`src/hdl/abblur_pkg.sv`:
```
// Shared types, constants and helper functions of the alpha binomial blur.
// No dependencies; every other file of the block but abblur_ram refers to it by scoped names.
`default_nettype none

package abblur_pkg;

  localparam int PIX_W      = 8;
  localparam int WIDTH_W    = 12;
  localparam int HEIGHT_W   = 13;
  localparam int CFG_IDX_W  = 2;
  localparam int CFG_DATA_W = 13;
  localparam int SUM_W      = 12;   // 255 * 16 fits
  localparam int NUM_W      = 13;   // sum plus half the divisor
  localparam int DIV_W      = 5;    // total weight, 0 .. 16
  localparam int RECIP_W    = 17;
  localparam int RECIP_SHIFT = 16;

  localparam logic [CFG_IDX_W-1:0] REG_IMAGE_WIDTH  = 2'd0;
  localparam logic [CFG_IDX_W-1:0] REG_IMAGE_HEIGHT = 2'd1;

  localparam logic [WIDTH_W-1:0]  WIDTH_RESET  = 12'd2048;
  localparam logic [HEIGHT_W-1:0] HEIGHT_RESET = 13'd1;

  typedef struct packed {
    logic [PIX_W-1:0] alpha;
    logic             flush;
  } pix_word_t;

  typedef struct packed {
    logic [PIX_W-1:0] smoothed;
    logic             frame_last;
  } res_word_t;

  typedef struct packed {
    logic [CFG_IDX_W-1:0]  index;
    logic [CFG_DATA_W-1:0] value;
  } cfg_word_t;

  // Border and emit flags that travel with a word down the pipe.
  typedef struct packed {
    logic       emit;
    logic       last;
    logic [2:0] rmask;   // rows above, at, below the output pixel
    logic [2:0] cmask;   // columns left, at, right of the output pixel
  } tap_info_t;

  // [row][column], row 0 oldest line, column 0 oldest sample
  typedef logic [2:0][2:0][PIX_W-1:0] window_t;

  // Weight of the in-bounds taps of a 1-2-1 line.
  function automatic logic [2:0] line_weight(input logic [2:0] m);
    line_weight = {2'b00, m[0]} + {1'b0, m[1], 1'b0} + {2'b00, m[2]};
  endfunction

  // ceil(2^16 / d) for every total weight the kernel can give; exact for
  // numerators below 4096.
  function automatic logic [RECIP_W-1:0] recip(input logic [DIV_W-1:0] d);
    unique case (d)
      5'd1:    recip = 17'd65536;
      5'd2:    recip = 17'd32768;
      5'd3:    recip = 17'd21846;
      5'd4:    recip = 17'd16384;
      5'd6:    recip = 17'd10923;
      5'd8:    recip = 17'd8192;
      5'd9:    recip = 17'd7282;
      5'd12:   recip = 17'd5462;
      5'd16:   recip = 17'd4096;
      default: recip = '0;
    endcase
  endfunction

endpackage

`default_nettype wire

```
`src/hdl/abblur_pos.sv`:
```
// Raster position tracking: input and output counters, border flags, frame end.
// Depends on abblur_pkg.
`default_nettype none

module abblur_pos #(
  parameter int MAX_WIDTH = 2048
) (
  input  wire logic                              clk,
  input  wire logic                              rst,
  input  wire logic                              accept,
  input  wire logic [abblur_pkg::WIDTH_W-1:0]    image_width,
  input  wire logic [abblur_pkg::HEIGHT_W-1:0]   image_height,
  output      logic [$clog2(MAX_WIDTH)-1:0]      in_col,
  output      abblur_pkg::tap_info_t             info
);

  localparam int AW  = $clog2(MAX_WIDTH);
  localparam int WW0 = $clog2(MAX_WIDTH + 1);
  localparam int WW  = (WW0 > abblur_pkg::WIDTH_W) ? WW0 : abblur_pkg::WIDTH_W;
  localparam int HW  = abblur_pkg::HEIGHT_W + 1;

  logic [abblur_pkg::HEIGHT_W-1:0] in_row;
  logic [AW-1:0]                   out_col;
  logic [abblur_pkg::HEIGHT_W-1:0] out_row;

  logic [WW-1:0] w_ext, w, ox, ox_inc, in_inc;
  logic [HW-1:0] h, oy, oy_inc;
  logic          in_wrap, out_wrap;

  always_comb begin
    w_ext = WW'(image_width);
    if (image_width == '0) begin
      w = WW'(1);
    end else if (w_ext > WW'(MAX_WIDTH)) begin
      w = WW'(MAX_WIDTH);
    end else begin
      w = w_ext;
    end
    h = (image_height == '0) ? HW'(1) : HW'(image_height);

    ox     = WW'(out_col);
    ox_inc = ox + WW'(1);
    oy     = HW'(out_row);
    oy_inc = oy + HW'(1);
    in_inc = WW'(in_col) + WW'(1);
    in_wrap  = (in_inc >= w);
    out_wrap = (ox_inc >= w);

    info.cmask[0] = (ox != '0) && (ox <= w);
    info.cmask[1] = (ox < w);
    info.cmask[2] = (ox_inc < w);
    info.rmask[0] = (oy != '0) && (oy <= h);
    info.rmask[1] = (oy < h);
    info.rmask[2] = (oy_inc < h);
    info.last     = out_wrap && (oy_inc >= h);
    info.emit     = (in_row > abblur_pkg::HEIGHT_W'(1))
                 || ((in_row == abblur_pkg::HEIGHT_W'(1)) && (in_col != '0));
  end

  always_ff @(posedge clk) begin
    if (rst) begin
      in_col  <= '0;
      in_row  <= '0;
      out_col <= '0;
      out_row <= '0;
    end else if (accept) begin
      if (info.emit && info.last) begin
        // frame done: restart every count
        in_col  <= '0;
        in_row  <= '0;
        out_col <= '0;
        out_row <= '0;
      end else begin
        if (in_wrap) begin
          in_col <= '0;
          in_row <= in_row + abblur_pkg::HEIGHT_W'(1);
        end else begin
          in_col <= in_inc[AW-1:0];
        end
        if (info.emit) begin
          if (out_wrap) begin
            out_col <= '0;
            out_row <= out_row + abblur_pkg::HEIGHT_W'(1);
          end else begin
            out_col <= ox_inc[AW-1:0];
          end
        end
      end
    end
  end

endmodule

`default_nettype wire

```
`config.mk`:
```
export PLATFORM = sky130hd
export DESIGN_NAME = abblur_pos
export DESIGN_NICKNAME = d
export VERILOG_FILES = /design/src/hdl/abblur_pkg.sv /design/src/hdl/abblur_pos.sv
export SDC_FILE = /design/constraint.sdc
export NUM_CORES = 1
export LEC_CHECK = 0
export ABC_AREA = 0
export BUFFER_PORTS_ARGS = -buffer_cell sky130_fd_sc_hd__buf_4
export CAP_MARGIN = 20
export CORE_MARGIN = 1.5
export CORE_UTILIZATION = 45
export DETAILED_ROUTE_END_ITERATION = 6
export SYNTH_ARGS = -nofsm -noshare
export SYNTH_HDL_FRONTEND = slang
export SYNTH_SLANG_ARGS = --single-unit
```
`constraint.sdc`:
```
create_clock -name clk -period 7.5 [get_ports clk]
set_input_delay 0.375 -clock clk [delete_from_list [all_inputs] [get_ports clk]]
set_output_delay 0.375 -clock clk [all_outputs]
set_load 0.005 [all_outputs]
```
==> reports/qor.csv <==
metric;value;unit
outcome;finished, final reports clean;
area of the multi-input gates;3370;µm²
Startpoint Class;register;
DP Area;4990;µm²
Syn Nets;678;
Worst path max stage delay;690;ps
Worst-path clk slew;90;ps
largest net degree at the start of global routing;30;
Synth area leader;dfxtp_1;
Syn Std Cell Area;4560;µm²
routed wire length;11800;µm
Ports;47;
fill cell total of the finished layout;991;
initial antenna violation count;0;
# setup viols final;0;
placed insts;743;
clk_lat worst skew;310;ps
worst slew margin relative to its limit;29.8;%
Mapped Cells;582;
number of max-cap violations;0;
Final Hold Fails;0;
Top FF cell, synth;dfxtp_1;
overall routing resource usage;22.2;%
#FFs+latches synth;48;
CTS Sinks;48;
CP max FO;7;
Mapped Avg Cell Area;7.83;µm²
Final Slew Violations;0;
chip height;104;µm
CTS buffer count;5;
n_diodes;0;
RSZ-0062 raised after global routing;false;
Synth area leaders;dfxtp_1 (21%), ha_1 (19%), nand2_1 (5.6%);
async set-reset flop share out of synthesis;0;%
CTS Hold Bufs;0;
setup TNS;0;ps
worst path cell trace;and3_1, and3_1, and3_1, and3_1, xor2_1, ha_1, a21o_1, a21o_1, a221oi_1, o21ai_1, o2111ai_1, nor2_1, a211o_1;
highest clock rate;259;MHz
number of distinct library cells after synthesis;70;
GR Overflow Total;0;
WS Path Type;reg -> reg;
CTS Buffer Depth;2;
combinational share of power;34.4;%
Int Power;489;µW
switching share of power;35.1;%
Reg area;961;µm²
share of cells above drive strength 1;12.8;%
nets@finish;714;
wire per inst;15.7;µm
Reg power frac;40.0;%
crit share post-route;51.4;%
Buffers on Ports;46;
Final Cell Area;5120;µm²
Layout Skew;16.6;ps
CP arrival;4050;ps
yosys warns;0;
CP endpoint kind;register;
NetSw;265;µW
Final HPWL DP;9420;µm
Initial Util;46.4;%
Post-synth EDFFs;0;
Yosys top cell area share;21.1;%
via count;4367;
Max VDD drop;0.106;mV
hold slack;418;ps
area grow syn2layout;12.3;%
Resize count post-CTS;0;
Finished Layout Cells;752;
Worst EP required;7690;ps
clock network power share;25.6;%
slowest CP cell;o2111ai_1;
# DRC;0;
Antenna Nets Post-Route;0;
Die W;104;µm
drt via density;5.81;
Worst-Margin Slew;1050;ps
CTS tree;yes;
CP dominant cell by count;and3_1;
worst hold path class;in -> reg;
Clock Tree Root;clkbuf_8;
number of global-route vias before repair;4159;
Seq/Total Area, Yosys;21.1;%
routability cong.;0.878;
setup bufs post-CTS;0;
crit path time final;3860;ps
CTS H-tree lvls;2;
FP Rows;36;
Leak;0.00240;µW
Core Region;9820;µm²
first-pass iteration count of the detailed router;4;
PD cells;147;nW/µm²
DR iter-0 viols;169;
full die area;10700;µm²
first-pass GRT wire length;20100;µm
## power groups by stage
stage	Clock [µW]	Sequential [µW]	Combinational [µW]
after floorplan	0	296	179
after global placement	0	306	248
after detailed placement	0	307	255
after CTS	200	301	257
after global routing	209	305	290
final	193	301	259
## synthesized netlist by cell type (all sizes together), types with 13 or more instances
library cell / instances
ha: 68
a21o: 22
nand2: 69
a21oi: 28
nor4: 14
nand3: 29
xor2: 20
o21ai: 21
nor2: 38
inv: 36
and3: 14
nor3: 13
dfxtp: 48
nand4: 14
## critical path: cells and delay by family, from the launching register on
family,cells,cell delay (ps)
xor gates and xnor gates,1,170
AOI/OAI and AO/OA,6,1830
adders and majority gates,1,270
and+or+nand+nor,5,1020
DFF,1,470
## cell type report
cell class | instances | area share (%)
inverters | 36 | 2.64
clock inverters | 3 | 0.929
flip-flops and latches | 48 | 18.8
multi-input cells | 479 | 65.8
clock buffers | 5 | 1.34
repair buffers | 48 | 7.26
well taps | 133 | 3.25
## logic make-up after synthesis
group | after synthesis | share of synthesized area (%)
buffers and inverters | 55 | 5.00
DFF | 48 | 21.1
adders and majority gates | 68 | 18.7
xor gates and xnor gates | 29 | 5.57
muxes | 1 | 0.220
and+or+nand+nor | 244 | 28.1
AOI/OAI and AO/OA | 137 | 21.4
## through the flow
stage,total power (µW),utilization (%),setup WS [ps]
6_report,753,52.1,3640
5_1_grt,803,52.1,3290
4_1_cts,758,52.0,3260
3_5_place_dp,562,50.8,3290
3_3_place_gp,554,50.7,3410
2_1_floorplan,474,-,4230
## path summary, 6_finish.rpt
| check | start | to | slack (ps) | cells past startpoint |
|---|---|---|---|---|
| max | out_col[2]$_SDFFE_PP0P_ | out_row[10]$_SDFFE_PP0P_ | 3640 | 13 |
| min | rst | in_col[5]$_SDFFE_PP0P_ | 420 | 2 |
| max reg2reg | out_col[2]$_SDFFE_PP0P_ | out_row[10]$_SDFFE_PP0P_ | 3640 | 13 |
| min reg2reg | in_row[12]$_SDFFE_PP0P_ | in_row[12]$_SDFFE_PP0P_ | 510 | 2 |
## cell usage in the layout, fill, tap and decap left out, types with 5 or more instances in the layout
cell type,synthesis,final
a21o_1,22,22
a21oi_1,26,26
a31oi_1,9,9
and3_1,14,14
and4_1,5,5
buf_4,2,46
clkbuf_8,0,5
dfxtp_1,48,48
ha_1,68,68
inv_1,36,36
nand2_1,68,68
nand2b_1,9,9
nand3_1,26,26
nand3b_1,5,5
nand4_1,13,13
nand4b_1,5,5
nor2_1,38,38
nor2b_1,6,6
nor3_1,12,12
nor4_1,14,14
o211ai_1,6,6
o21a_1,6,6
o21ai_0,15,15
o21ai_1,5,5
o22ai_1,6,6
or2_2,5,5
or3_1,7,7
xnor2_1,9,9
xor2_1,20,20
## flip-flops by register name, indices dropped and copies added (netlist names)
register	flops
out_col	11
in_col	11
out_row	13
in_row	13
## routing by layer
| layer | track usage [%] | routed length (µm) | vias to the layer above |
|---|---|---|---|
| met1 | 30.2 | 5750 | 2064 |
| met5 | 0 | 0 | - |
| met3 | 2.01 | 314 | 8 |
| met4 | 4.37 | 117 | 0 |
| met2 | 38.5 | 5600 | 75 |
| li1 | - | - | 2220 |
No activity file was read; power rests on OpenSTA's default activity.
