$ cat config.mk
export PLATFORM = sky130hd
export DESIGN_NAME = abblur_arith_flat
export DESIGN_NICKNAME = d
export VERILOG_FILES = /design/src/hdl/abblur_pkg.sv /design/src/hdl/abblur_if.sv /design/src/hdl/abblur_arith.sv /design/src/flat_wrapper.sv
export SDC_FILE = /design/constraint.sdc
export NUM_CORES = 1
export LEC_CHECK = 0
export BUFFER_PORTS_ARGS = -buffer_cell sky130_fd_sc_hd__buf_2
export CAP_MARGIN = 20
export CELL_PAD_IN_SITES_DETAIL_PLACEMENT = 1
export CELL_PAD_IN_SITES_GLOBAL_PLACEMENT = 2
export CORE_MARGIN = 2
export CORE_UTILIZATION = 43
export CTS_BUF_LIST = sky130_fd_sc_hd__clkbuf_2 sky130_fd_sc_hd__clkbuf_4 sky130_fd_sc_hd__clkbuf_8
export DETAILED_ROUTE_END_ITERATION = 8
export GPL_TIMING_DRIVEN = 0
export PLACE_DENSITY_LB_ADDON = 0.3
export SYNTH_ARGS = -nofsm -noshare
export SYNTH_HDL_FRONTEND = slang
export SYNTH_SLANG_ARGS = --single-unit
export TNS_END_PERCENT = 30
$ cat constraint.sdc
create_clock -name clk -period 8.6 [get_ports clk]
set_input_delay 0.43 -clock clk [delete_from_list [all_inputs] [get_ports clk]]
set_output_delay 0.43 -clock clk [all_outputs]
set_load 0.02 [all_outputs]
$ cat src/hdl/abblur_pkg.sv
// Shared types, constants and helper functions of the alpha binomial blur.
// No dependencies; every other file of the block but abblur_ram refers to it by scoped names.
`default_nettype none

package abblur_pkg;

  localparam int PIX_W      = 8;
  localparam int WIDTH_W    = 12;
  localparam int HEIGHT_W   = 13;
  localparam int CFG_IDX_W  = 2;
  localparam int CFG_DATA_W = 13;
  localparam int SUM_W      = 12;   // 255 * 16 fits
  localparam int NUM_W      = 13;   // sum plus half the divisor
  localparam int DIV_W      = 5;    // total weight, 0 .. 16
  localparam int RECIP_W    = 17;
  localparam int RECIP_SHIFT = 16;

  localparam logic [CFG_IDX_W-1:0] REG_IMAGE_WIDTH  = 2'd0;
  localparam logic [CFG_IDX_W-1:0] REG_IMAGE_HEIGHT = 2'd1;

  localparam logic [WIDTH_W-1:0]  WIDTH_RESET  = 12'd2048;
  localparam logic [HEIGHT_W-1:0] HEIGHT_RESET = 13'd1;

  typedef struct packed {
    logic [PIX_W-1:0] alpha;
    logic             flush;
  } pix_word_t;

  typedef struct packed {
    logic [PIX_W-1:0] smoothed;
    logic             frame_last;
  } res_word_t;

  typedef struct packed {
    logic [CFG_IDX_W-1:0]  index;
    logic [CFG_DATA_W-1:0] value;
  } cfg_word_t;

  // Border and emit flags that travel with a word down the pipe.
  typedef struct packed {
    logic       emit;
    logic       last;
    logic [2:0] rmask;   // rows above, at, below the output pixel
    logic [2:0] cmask;   // columns left, at, right of the output pixel
  } tap_info_t;

  // [row][column], row 0 oldest line, column 0 oldest sample
  typedef logic [2:0][2:0][PIX_W-1:0] window_t;

  // Weight of the in-bounds taps of a 1-2-1 line.
  function automatic logic [2:0] line_weight(input logic [2:0] m);
    line_weight = {2'b00, m[0]} + {1'b0, m[1], 1'b0} + {2'b00, m[2]};
  endfunction

  // ceil(2^16 / d) for every total weight the kernel can give; exact for
  // numerators below 4096.
  function automatic logic [RECIP_W-1:0] recip(input logic [DIV_W-1:0] d);
    unique case (d)
      5'd1:    recip = 17'd65536;
      5'd2:    recip = 17'd32768;
      5'd3:    recip = 17'd21846;
      5'd4:    recip = 17'd16384;
      5'd6:    recip = 17'd10923;
      5'd8:    recip = 17'd8192;
      5'd9:    recip = 17'd7282;
      5'd12:   recip = 17'd5462;
      5'd16:   recip = 17'd4096;
      default: recip = '0;
    endcase
  endfunction

endpackage

`default_nettype wire

$ cat src/hdl/abblur_if.sv
// Handshake channels of the blur: pixel input, result output, register writes.
// Depends on abblur_pkg for the payload structs.
`default_nettype none


interface abblur_res_if;
  logic                  valid;
  logic                  ready;
  abblur_pkg::res_word_t data;
  modport source (output valid, output data, input ready);
  modport sink   (input valid, input data, output ready);
endinterface


`default_nettype wire

$ cat src/hdl/abblur_arith.sv
// Masked kernel sum, division by total weight, result register.
// Depends on abblur_pkg and the result channel interface.
`default_nettype none

module abblur_arith (
  input  wire logic                  clk,
  input  wire logic                  rst,
  input  wire logic                  s1_move,
  input  wire abblur_pkg::tap_info_t s1_info,
  input  wire abblur_pkg::window_t   window,
  output      logic                  s2_free,
  abblur_res_if.source               results
);

  localparam int PROD_W = abblur_pkg::NUM_W + abblur_pkg::RECIP_W;

  logic                  s2_valid;
  abblur_pkg::tap_info_t s2_info;

  logic                           s3_valid;
  logic [abblur_pkg::NUM_W-1:0]   s3_num;
  logic [abblur_pkg::DIV_W-1:0]   s3_div;
  logic                           s3_last;

  logic                  out_valid;
  abblur_pkg::res_word_t out_word;

  logic free3, free4;
  logic [9:0]                     hs [3];
  logic [abblur_pkg::PIX_W-1:0]   t0, t1, t2;
  logic [abblur_pkg::SUM_W-1:0]   sum;
  logic [abblur_pkg::DIV_W-1:0]   div;
  logic [abblur_pkg::NUM_W-1:0]   num;
  logic [PROD_W-1:0]              prod;

  assign free4   = !out_valid || results.ready;
  assign free3   = !s3_valid || free4;
  assign s2_free = !s2_valid || free3;

  always_comb begin
    for (int r = 0; r < 3; r++) begin
      t0 = s2_info.cmask[0] ? window[r][0] : '0;
      t1 = s2_info.cmask[1] ? window[r][1] : '0;
      t2 = s2_info.cmask[2] ? window[r][2] : '0;
      hs[r] = 10'(t0) + {1'b0, t1, 1'b0} + 10'(t2);
    end
    sum = (s2_info.rmask[0] ? 12'(hs[0]) : '0)
        + (s2_info.rmask[1] ? {1'b0, hs[1], 1'b0} : '0)
        + (s2_info.rmask[2] ? 12'(hs[2]) : '0);
    div = {2'b00, abblur_pkg::line_weight(s2_info.rmask)}
        * {2'b00, abblur_pkg::line_weight(s2_info.cmask)};
    num = abblur_pkg::NUM_W'(sum) + abblur_pkg::NUM_W'(div >> 1);
    prod = {{abblur_pkg::RECIP_W{1'b0}}, s3_num}
         * {{abblur_pkg::NUM_W{1'b0}}, abblur_pkg::recip(s3_div)};
  end

  always_ff @(posedge clk) begin
    if (rst) begin
      s2_valid  <= 1'b0;
      s3_valid  <= 1'b0;
      out_valid <= 1'b0;
    end else begin
      if (s2_free) begin
        s2_valid <= s1_move && s1_info.emit;
      end
      if (free3) begin
        s3_valid <= s2_valid;
      end
      if (free4) begin
        out_valid <= s3_valid;
      end
    end
  end

  always_ff @(posedge clk) begin
    if (s2_free) begin
      s2_info <= s1_info;
    end
    if (free3) begin
      s3_num  <= num;
      s3_div  <= div;
      s3_last <= s2_info.last;
    end
    if (free4) begin
      out_word.smoothed   <= prod[abblur_pkg::RECIP_SHIFT +: abblur_pkg::PIX_W];
      out_word.frame_last <= s3_last;
    end
  end

  assign results.valid = out_valid;
  assign results.data  = out_word;

endmodule

`default_nettype wire

$ cat src/flat_wrapper.sv
// flat-port wrapper written by rule: the top's interface ports become plain ports
module abblur_arith_flat 
  (clk, rst, s1_move, s1_info, window, s2_free, results_valid, results_data, results_ready);
  abblur_res_if results_i ();
  input  wire logic clk;
  input  wire logic rst;
  input  wire logic s1_move;
  input  wire abblur_pkg::tap_info_t s1_info;
  input  wire abblur_pkg::window_t window;
  output      logic s2_free;
  output wire logic [$bits(results_i.valid)-1:0] results_valid;
  output wire logic [$bits(results_i.data)-1:0] results_data;
  input wire logic [$bits(results_i.ready)-1:0] results_ready;
  assign results_valid = results_i.valid;
  assign results_data = results_i.data;
  assign results_i.ready = results_ready;
  abblur_arith u_core (.clk(clk), .rst(rst), .s1_move(s1_move), .s1_info(s1_info), .window(window), .s2_free(s2_free), .results(results_i));
endmodule
==> run summary <==
Core area - 21,960 um^2
Mux cell area share after synthesis - 0.003235
Worst vdd ir - 79.42 uV
Clock root cell - clkbuf_8
Clock slew at reported path FFs - 0.10 ns
P&R area growth vs syn - 9.665%
Net count, final - 1,499
Layout cells sized above 1 - 0.1045
Max stage delay on crit path - 0.56 ns
Die height - 154.0 um
Vias - 6,907
Reg2Reg Capture Point - u_core.results.data[7]
First-pass GRT wire length - 38.73 mm
Via/cell ratio - 4.868
Post-synthesis sequential area ratio - 0.1356
Post-synth EDFFs - 35
Routed WL - 22.99 mm
Post-synthesis adder-cell area fraction - 0.4981
Most common cell after layout, fill and taps aside - inv_1
Largest net degree at the start of global routing - 22
Slew headroom - 0.4635
# diodes - 0
Synth cell types - 48
Hold path startpoint - s1_info[6]
Pleak - 5.608 nW
Worst slew pin tran - 0.7944 ns
Top FF cell, synth - edfxtp_1
CP endpoint kind - flip-flop
Met2 WL post-DR - 12.91 mm
Placed cell area - 10,490 um^2
Routed len/inst - 16.20 um
Max Cap Viol - 0
Post-CTS setup buffer count - 0
Compound-Gate Fraction of Synth Area - 0.05913
CP Max Fanout - 10
CP Cell Sequence - clkbuf_1, nand2_1, inv_1, fa_1, fa_1, inv_1, fa_1, inv_1, fa_1, fa_1, ha_1, a21o_1, a2111oi_4, a211o_2, a21oi_2, or3_4, a21oi_2, xnor2_1
Status - finished clean
Num CTS Buffers - 5
Metal-1 WL - 9.222 mm
Bufs on Longest Clock Path - 2
# H-tree levels - 2
Most used cell, CP - fa_1
Post-DP HPWL - 20.99 mm
Post-synthesis cell area - 9671 um^2
Pins Over Slew Limit - 0
Simple-gate share of the synthesized area - 0.1518
Layout fillers - 2,611
CP required - 8.66 ns
YS warnings - 0
CTS Hold Bufs - 0
XOR/XNOR Fraction of Synth Area - 0.04800
Power Dens Cells - 181.9 nW/um^2
Hold Path End - u_core.s2_info[6]
Critical path class - flip-flop to flip-flop
Syn_nets - 1,398
CP startpoint kind - flip-flop
Design Area, Final - 10,610 um^2
Minimum clock period - 5.952 ns
Total die area - 23,710 um^2
Post-Syn Instances - 1,037
Number of global-route vias before repair - 7,838
Cell taking the most area after synthesis - fa_1
IO Port Bufs - 94
Clock latency on the worst-skew pair - 0.31 ns
CTS sink count - 48
Top cell type's share of synthesized area - 0.3726
Setup Viol. Count Final - 0
Hold path depth - 1
Fraction of registers with async set/reset - 0
Crit-path slowest cell - fa_1
WL met3 - 575 um
Gr usage total - 0.2076
Final Wtd Congestion - 0.8546
Clock skew - 0.01231 ns
Largest cells by area after synthesis - fa_1, ha_1, edfxtp_1, inv_1, nand2_1
Initial Util - 0.4404
First DRT Iteration DRCs - 119
Most frequent cells in the layout - inv_1, fa_1, nand2_1
Synth Register Bits - 48
Period utilization - 0.6921
TritonCTS clock tree - done
Die Span X - 154.0 um
Worst min path class - input port to flip-flop
DRC viols - 0
DR top layer - met4
RSZ-0062 raised after global routing - no
Avg Inst Size Synth - 9.325 um^2
IO Count - 95
Critical Path AT - 6.01 ns
Initial antenna violation count - 0
Main combinational cell family by area after synthesis - adder cells
Reg2Reg Setup Slack - 2.65 ns
Final hold vios - 0
1st-pass router iterations - 4
Post_cts resized - 0
Antenna viol nets, final - 0
Gr ovfl total - 0
Row cnt - 54
Total Neg Setup Slack - 0 ns
Fmax - 0.1680 GHz
Cell depth of the worst flop-to-flop path - 18
-- worst max path at each step --
stage | to | slack, ns | depth (start not counted)
after global routing | u_core.s3_num[12] | 2.26 | 24
after detailed placement | u_core.results.data[5] | 2.58 | 18
after CTS | u_core.results.data[5] | 2.54 | 18
after global placement | u_core.results.data[5] | 2.66 | 18
final | u_core.results.data[7] | 2.65 | 18
after floorplan | u_core.results.data[7] | 3.37 | 18
-- metal layers --
layer  track usage  up-vias
met4       0.03738        0
met2        0.4166      111
met5             0        -
met1        0.2436     3448
li1              -     3335
met3       0.01184       13
-- critical path, delay by kind of cell, from the launching register on --
family                   cells  cell delay, ns
buffers and inverters        4            0.69
XOR/XNOR                     1            0.08
flip-flops                   1            0.49
AND/OR/NAND/NOR              2            0.57
AO/OA/AOI/OAI                5            1.10
adder cells (fa/ha/maj)      6            2.77
-- metrics by stage --
stage,std cells,utilization,hold WS [ns],total power (W),setup WS (ns)
after CTS,1419,0.4830,0.2787,0.001979,2.542
after global routing,1419,0.4830,0.2689,0.002166,2.261
final,1419,0.4830,0.2884,0.001929,2.648
after floorplan,1037,-,0.4003,0.001390,3.365
after detailed placement,1411,0.4778,0.4066,0.001801,2.580
after global placement,1411,0.4778,0.4021,0.001758,2.661
-- layout make-up --
cell class / instances / area (um^2) / share of cell area
buffer: 25 / 102.6 / 0.009674
clock buffer: 5 / 68.82 / 0.006489
tap: 280 / 350.3 / 0.03303
inverter: 241 / 904.6 / 0.08530
multi-input combinational: 723 / 7352 / 0.6932
timing repair buffer: 94 / 470.5 / 0.04436
sequential: 48 / 1311 / 0.1236
clock inverter: 3 / 45.04 / 0.004247
-- Yosys cell counts (13+ instances only) --
library cell and instances:
xnor2_1 38, and2_1 77, ha_1 97, xor2_1 15
inv_1 241, a21oi_1 35, clkbuf_1 23, a21o_1 14
edfxtp_1 35, fa_1 180, dfxtp_1 13, nor2_1 17
nand2_1 153
-- cell families (layout without fill, tap and decap cells) --
kind of cell | count (synthesis) | in the layout
AO/OA/AOI/OAI | 88 | 88
XOR/XNOR | 53 | 53
adder cells (fa/ha/maj) | 277 | 277
buffers and inverters | 266 | 368
flip-flops | 48 | 48
multiplexers | 3 | 3
AND/OR/NAND/NOR | 302 | 302
-- power by group --
part           internal [W]  switching (W)
Clock             0.0000879      0.0000804
Sequential         0.000334      0.0000511
Combinational      0.000556       0.000820
(Power assumes the default switching activity.)
